**src/design/ecr_pkg.sv**
```systemverilog
package ecr_pkg;

    localparam int CORDIC_STAGES = 16;
    localparam int CW = 36;                 // cordic x/y datapath width
    localparam int AW = 33;                 // cordic angle width
    localparam int NW = 28;                 // normal/tangent component width
    localparam int QB = 28;                 // quotient bits
    localparam int DENW = 17;
    localparam int NUMW = 47;
    localparam int QW = QB + 1;
    localparam int LV = CORDIC_STAGES + 1;  // cordic latency
    localparam int LD = QB + 2;             // divider latency
    localparam int NV = LV * 3 + LD + 8;    // total latency

    localparam logic [29:0] KINV = 30'd652032874;

    localparam logic [31:0] ATAN_TAB [24] = '{
        32'h20000000, 32'h12E4051E, 32'h09FB385B, 32'h051111D4,
        32'h028B0D43, 32'h0145D7E1, 32'h00A2F61E, 32'h00517C55,
        32'h0028BE53, 32'h00145F2F, 32'h000A2F98, 32'h000517CC,
        32'h00028BE6, 32'h000145F3, 32'h0000A2FA, 32'h0000517D,
        32'h000028BE, 32'h0000145F, 32'h00000A30, 32'h00000518,
        32'h0000028C, 32'h00000146, 32'h000000A3, 32'h00000051
    };

    typedef struct packed {
        logic signed [15:0] pos_a_x;
        logic signed [15:0] pos_a_y;
        logic signed [15:0] pos_b_x;
        logic signed [15:0] pos_b_y;
        logic [15:0]        speed_a;
        logic [15:0]        heading_a;
        logic [15:0]        mass_a;
        logic [15:0]        speed_b;
        logic [15:0]        heading_b;
        logic [15:0]        mass_b;
    } t_in_word;

    typedef struct packed {
        logic [15:0] new_speed_a;
        logic [15:0] new_heading_a;
        logic [15:0] new_speed_b;
        logic [15:0] new_heading_b;
    } t_out_word;

    typedef struct packed {
        logic        nz;
        logic [23:0] x0a;
        logic [23:0] x0b;
        logic [15:0] ha;
        logic [15:0] hb;
        logic [15:0] ma;
        logic [15:0] mb;
    } t_sb_vec;

    typedef struct packed {
        logic [31:0] phi;
        logic [15:0] ma;
        logic [15:0] mb;
    } t_sb_rot;

    typedef struct packed {
        logic [31:0]          phi;
        logic signed [NW-1:0] nay;
        logic signed [NW-1:0] nby;
    } t_sb_div;

    typedef struct packed {
        logic [31:0] phi;
        logic        za;
        logic        zb;
    } t_sb_out;

endpackage

```
**src/design/ecr_div.sv**
```systemverilog
module ecr_div (
    input  logic                            i_clk,
    input  logic                            i_en,
    input  logic signed [ecr_pkg::NUMW-1:0] i_num,
    input  logic [ecr_pkg::DENW-1:0]        i_den,
    output logic signed [ecr_pkg::QW-1:0]   o_quo
);
    import ecr_pkg::*;

    logic [DENW-1:0] r_rem [QB+1];
    logic [QB-1:0]   r_low [QB+1];
    logic [QB-1:0]   r_q   [QB+1];
    logic [DENW-1:0] r_den [QB+1];
    logic            r_neg [QB+1];
    logic [DENW:0]   n_sh  [QB];
    logic [DENW-1:0] n_rem [QB];
    logic [NUMW-1:0] n_abs;
    logic signed [QW-1:0] r_quo;

    assign n_abs = i_num[NUMW-1] ? NUMW'(-i_num) : NUMW'(i_num);

    // restoring division, one quotient bit per stage
    always_comb begin
        for (int k = 0; k < QB; k++) begin
            n_sh[k]  = {r_rem[k], r_low[k][QB-1]};
            n_rem[k] = (n_sh[k] >= {1'b0, r_den[k]}) ? DENW'(n_sh[k] - {1'b0, r_den[k]})
                                                    : n_sh[k][DENW-1:0];
        end
    end

    always_ff @(posedge i_clk) begin
        if (i_en) begin
            r_rem[0] <= n_abs[QB +: DENW];
            r_low[0] <= n_abs[QB-1:0];
            r_q[0]   <= '0;
            r_den[0] <= i_den;
            r_neg[0] <= i_num[NUMW-1];
            for (int k = 0; k < QB; k++) begin
                r_rem[k+1] <= n_rem[k];
                r_low[k+1] <= {r_low[k][QB-2:0], 1'b0};
                r_q[k+1]   <= {r_q[k][QB-2:0], n_sh[k] >= {1'b0, r_den[k]}};
                r_den[k+1] <= r_den[k];
                r_neg[k+1] <= r_neg[k];
            end
            r_quo <= r_neg[QB] ? -signed'({1'b0, r_q[QB]}) : signed'({1'b0, r_q[QB]});
        end
    end

    assign o_quo = r_quo;

endmodule

```
**config.mk**
```make
export PLATFORM = sky130hd
export DESIGN_NAME = ecr_div
export DESIGN_NICKNAME = d
export VERILOG_FILES = /design/src/design/ecr_pkg.sv /design/src/design/ecr_div.sv
export SDC_FILE = /design/constraint.sdc
export NUM_CORES = 2
export LEC_CHECK = 0
export BUFFER_PORTS_ARGS = -buffer_cell sky130_fd_sc_hd__buf_4
export CAP_MARGIN = 25
export CORE_MARGIN = 4
export CORE_UTILIZATION = 59
export CTS_BUF_LIST = sky130_fd_sc_hd__clkbuf_2
export DETAILED_ROUTE_END_ITERATION = 12
export GPL_TIMING_DRIVEN = 0
export PLACE_DENSITY = 0.89
export SYNTH_ARGS = -nofsm -noshare
export SYNTH_HDL_FRONTEND = slang
export SYNTH_SLANG_ARGS = --single-unit
```
**constraint.sdc**
```tcl
create_clock -name i_clk -period 3.44 [get_ports i_clk]
set_clock_uncertainty 0.05 [all_clocks]
set_input_delay 0.172 -clock i_clk [delete_from_list [all_inputs] [get_ports i_clk]]
set_output_delay 0.172 -clock i_clk [all_outputs]
set_load 0.01 [all_outputs]
```
======== Word level (Yosys, flattened, before mapping) ========
Memory sizes are Yosys's and may differ from the RTL's.
Index checks and enable logic that the tools add are counted.
storage, ports and cells
  memories ................................ 5
  RAM bits ................................ 2639
  bits in latches ......................... 0
  memory bits (read-only) ................. 0
  output and inout port bits .............. 29
  input bits .............................. 66
  flip-flop bits (word level) ............. 29
memories
  name   words  bits a word  rd ports  clocked after Yosys merged registers in  write ports  line           text
  r_low  29     28           28        0                                        29           ecr_div.sv:11  logic [QB-1:0] r_low [QB+1];
  r_q    29     28           29        0                                        29           ecr_div.sv:12  logic [QB-1:0] r_q [QB+1];
  r_den  29     17           28        0                                        29           ecr_div.sv:13  logic [DENW-1:0] r_den [QB+1];
  r_rem  29     17           28        0                                        29           ecr_div.sv:10  logic [DENW-1:0] r_rem [QB+1];
  r_neg  29     1            29        0                                        29           ecr_div.sv:14  logic r_neg [QB+1];
operators by class
  add/sub/neg operators ................... 30
  $mul .................................... 0
  magnitude comparators ................... 28
  eq/ne operators ......................... 0
  div/mod/pow operators ................... 0
  muxes and demuxes ....................... 32
  shifts and indexed selects .............. 0
  bitwise operators ....................... 0
  reduce and logical (&&, ||, !) cells .... 0
operators with widths
  cell                                                            number
  18-bit by 17-bit greater-or-equal comparator with 1-bit output  28
  17-bit 2-to-1 mux                                               28
  17-bit subtractor                                               28
  45-bit 2-to-1 mux                                               1
  45-bit negation                                                 1
  28-bit negation with 29-bit output                              1
  28-bit 2-to-1 mux                                               1
  1-bit 2-to-1 mux                                                2

======== Logic depth before layout (Yosys ltp) ========
An unclocked memory read counts as a cell.
  depth in word-level cells ............... 3
  mapped depth ............................ 14
  mapped depth without buffers ............ 12

======== Worst setup path after synthesis ========
Ideal clock, no wire load.
  path kind ............................... reg2reg
  start point ............................. memory r_low[25][27] (netlist: r_low[6][55])
  end point ............................... memory r_rem[26][1] (netlist: r_rem[1][171]) (data pin)
  library setup time ...................... 0.260 ns
  path slack .............................. 0.081 ns
  arrival time ............................ 3.049 ns
  cell stages (with the launch flop) ...... 13
  buffers on the path ..................... 1
  period minus slack after synthesis ...... 3.359 ns
  required time ........................... 3.130 ns
  cell sequence ........................... edfxtp_1 inv_1 ha_1 inv_1 fa_1 a21o_1 a221oi_1 o211ai_1 a21oi_1 o21ai_0 o21ai_0 clkbuf_1 mux2_2
RTL lines
  element             line
  start: declaration  ecr_div.sv:11
  end: declaration    ecr_div.sv:10

==> impl_metrics.yaml <==
run_status:
  status: "finished with violations"
  violations: "setup timing"
grt:
  grt_util_met3: 0.0414
  grt_pass1_wl_um: 278000
  antenna_found_initial: 3
  grt_pass1_vias: 54100
  top_usage_layer: "met2"
  grt_use_met2: 0.390
  overflow: 0
  grt_use_met1: 0.284
  grt_max_degree: 209
  grt_use_total: 0.231
synth:
  ys_ff_latch: 1822
  synth_warnings: 0
  ys_seq_area_frac: 0.645
  netlist_area_mm2: 0.0848
  async_flop_share: 0
  avgSynthCellArea_um2: 13.1
  synthesis.instances: 6464
  ys_types: 79
  synth-edff-count: 1822
  syn-num-nets: 7035
  ys_dominant_reg_cell: "edfxtp_1"
final_layout:
  layout-drive-gt1-share: 0.158
  fin_area_mm2: 0.0953
  nets: 7837
  fill_cells: 9897
  syn_to_final_growth_pct: 12.4
critical_path:
  crit_start: "i_num[1]"
  cp.arrival_ns: 4.97
  critPathMaxStageDelay_ns: 0.60
  crit_chain: "dlygate4sd3_1 > buf_4 > dlygate4sd3_1 > inv_1 > dlygate4sd3_1 > ha_1 > nand2b_2 > or3b_2 > or4_4 > or3_1 > o21ai_1 > xnor2_1 > dlygate4sd3_1"
  critical_path_buf_inv_count: 6
  cp_max_fo: 5
  r2r-end: "r_rem[0][28]$_DFFE_PP_"
  crit_end: "r_low[0][24]$_DFFE_PP_"
  r2r_cells: 12
  r2r_start: "r_low[0][27]$_DFFE_PP_"
  crit_cells: 13
  crit_top_cell: "dlygate4sd3_1"
  crit_family: "buffers and inverters"
  critPathCaptureType: "flip-flop"
  start_kind: "primary input"
  rrSetupSlack_ns: 0.03
  required_ns: 4.88
  cpMaxStageDelayCell: "dlygate4sd3_1"
  critical_path_class: "primary input to flip-flop"
floorplanning:
  dieArea_mm2: 0.150
  start_util: 0.597
  core_region_area_mm2: 0.142
  die_w_um: 387
  die_y_um: 387
  io_pins: 95
  row_count: 138
route:
  drc_errors: 0
  route.vias.total: 54400
  ant_nets: 0
  wirelength_um: 179000
  firstDrtPassIters: 6
  wl_per_cell_um: 18.9
  drt_iter0_markers: 4393
  vias_per_cell: 5.75
placement:
  placed_area_mm2: 0.0881
  place_ws_ns: -0.864
  hpwl_um: 119000
  gp_congestion: 0.925
  port_buffers: 93
power_and_ir_drop:
  peakVddDrop_mv: 0.463
  power_density_mw_per_mm2: 821
  leakage_nw: 37.7
sta:
  drv_slew: 0
  worst_slew_margin_rel: 0.257
  hold-worst-slack_ns: 0.247
  post-route-period-util: 1.03
  finalCriticalPeriod_ns: 3.53
  rsz0062_at_grt: "yes"
  finalSetupViolations: 6
  worst_pin_slew_ns: 1.11
  fin_tns_setup_ns: -0.212
  finalWorstSetupSlack_ns: -0.0863
  fmax_ghz: 0.284
  hold_viol: 0
worst_hold_path:
  hp-class: "primary input to flip-flop"
clock_network:
  root_buffer: "clkbuf_2"
  cts.clk_slew.worst_paths_ns: 0.13
  cts_tree: "yes"
  h-tree-depth: 5
  cts_buffer_depth: 4
  clock_sinks: 1822
  clk_latency_ns: 1.70
  cts_buffers: 439
flow_run:
  maxCapViolCount: 0
placed cells by master (no fill, tap or decap), drive strengths merged, types with 19 or more instances in the layout:
cell / instances
a21o: 140
xor2: 163
o21ai: 356
nand3: 89
o21bai: 49
a31o: 29
buf: 199
a211oi: 72
inv: 627
edfxtp: 1822
a21oi: 495
nand2b: 61
mux2i: 25
and2: 33
or3: 40
o31ai: 46
mux2: 137
o211ai: 24
o41ai: 19
nand2: 375
nor3: 79
xnor2: 216
ha: 478
clkinv: 111
fa: 27
nor2b: 47
dlygate4sd3: 205
nand4: 71
nor2: 477
o21a: 59
nor4: 36
o22ai: 22
clkbuf: 689
o2111ai: 19
a31oi: 37
kinds of logic (layout without fill, tap and decap cells):
group,after synthesis,count (layout),share of synthesized area
other cells,0,9,0
flops,1822,1822,0.645
compound gates,1479,1480,0.109
simple gates,1377,1377,0.0754
buf+inv,740,1834,0.0328
xor+xnor,379,379,0.0392
fa+ha+maj,505,505,0.0769
mux,162,162,0.0212
synthesized netlist by cell type (35+ instances only):
master | instances | area [um2]
ha_1 | 478 | 5980
o21a_1 | 59 | 443
o31ai_1 | 42 | 315
xor2_1 | 163 | 1430
mux2_2 | 137 | 1540
clkbuf_1 | 105 | 394
nand4_1 | 71 | 444
a21oi_1 | 495 | 2480
nor4_1 | 35 | 219
a21o_1 | 140 | 1050
o21ai_0 | 353 | 1770
edfxtp_1 | 1822 | 54700
nor3_1 | 79 | 395
inv_1 | 625 | 2350
o21bai_1 | 49 | 368
or3_1 | 38 | 238
nand3_1 | 89 | 445
xnor2_1 | 216 | 1890
nor2b_1 | 47 | 294
a211oi_1 | 72 | 541
nor2_1 | 477 | 1790
nand2b_1 | 59 | 369
a31oi_1 | 37 | 231
nand2_1 | 375 | 1410
stage by stage:
| stage | power, W | std cells | util |
|---|---|---|---|
| 2_1_floorplan | 0.0545 | 6464 | - |
| 3_3_place_gp | 0.0623 | 8447 | 0.618 |
| 5_1_grt | 0.0835 | 9457 | 0.670 |
| 4_1_cts | 0.0767 | 9397 | 0.664 |
| 3_5_place_dp | 0.0624 | 8458 | 0.620 |
| 6_report | 0.0782 | 9458 | 0.670 |
worst min-delay path by stage:
stage / from / endpoint / slack [ns] / cells after the start
floorplan: i_den[0] / r_den[0][0]$_DFFE_PP_ / 0.22 / 0
global placement: i_den[13] / r_den[0][13]$_DFFE_PP_ / 0.30 / 1
detailed placement: i_den[15] / r_den[0][15]$_DFFE_PP_ / 0.30 / 1
CTS: i_den[13] / r_den[0][13]$_DFFE_PP_ / 0.004 / 4
global route: i_den[2] / r_den[0][2]$_DFFE_PP_ / 0.06 / 4
finish: i_en / r_low[0][68]$_DFFE_PP_ / 0.25 / 3
worst reg2reg max path, cell delays in order, from the launching register on:
cell and delay [ns]:
edfxtp_1 0.42, inv_1 0.08, ha_1 0.19, inv_1 0.08
fa_2 0.40, a211oi_2 0.26, o21bai_1 0.13, a21oi_2 0.26
nor3_1 0.11, or3_4 0.41, a31o_4 0.28, buf_12 0.14
mux2_2 0.27
layer usage:
metal	wire length [um]	up-vias	part of all wire
met5	0	-	0
met4	9390	0	0.053
met3	10800	565	0.061
met2	87600	2176	0.49
met1	71000	25800	0.40
li1	-	25800	-
power breakdown:
| part | switching, W | internal (W) | total, W |
|---|---|---|---|
| Combinational | 0.0183 | 0.0137 | 0.0321 |
| Sequential | 0.00253 | 0.0305 | 0.0330 |
| Clock | 0.00811 | 0.00501 | 0.0131 |
| Total | 0.0290 | 0.0493 | 0.0782 |
sequential cells by signal, summed over array words and instances (netlist names):
| name | flops |
|---|---|
| o_quo | 29 |
| r_den | 476 |
| r_rem | 476 |
| r_q | 406 |
| r_low | 406 |
| r_neg | 29 |
repair_timing:
| item | in CTS | in global routing |
|---|---|---|
| hold endpoints to repair | 1159 | 0 |
| pin swaps | 13 | 50 |
| setup buffers | 13 | 49 |
| hold buffers | 206 | 0 |
| cloned | 0 | 3 |
| setup endpoints to repair | 358 | 555 |
| resized for setup | 131 | 166 |
final cells by class:
| class | count | area, um2 | area share |
|---|---|---|---|
| antenna | 9 | 22.5 | 0.000236 |
| buffer | 100 | 551 | 0.00578 |
| clock buffer | 618 | 3090 | 0.0325 |
| clock inverter | 116 | 548 | 0.00575 |
| inverter | 625 | 2350 | 0.0246 |
| multi-input combinational | 3903 | 28000 | 0.294 |
| sequential | 1822 | 54700 | 0.574 |
| tap | 1890 | 2360 | 0.0248 |
| timing repair buffer | 375 | 3580 | 0.0376 |
(Power assumes the default switching activity.)
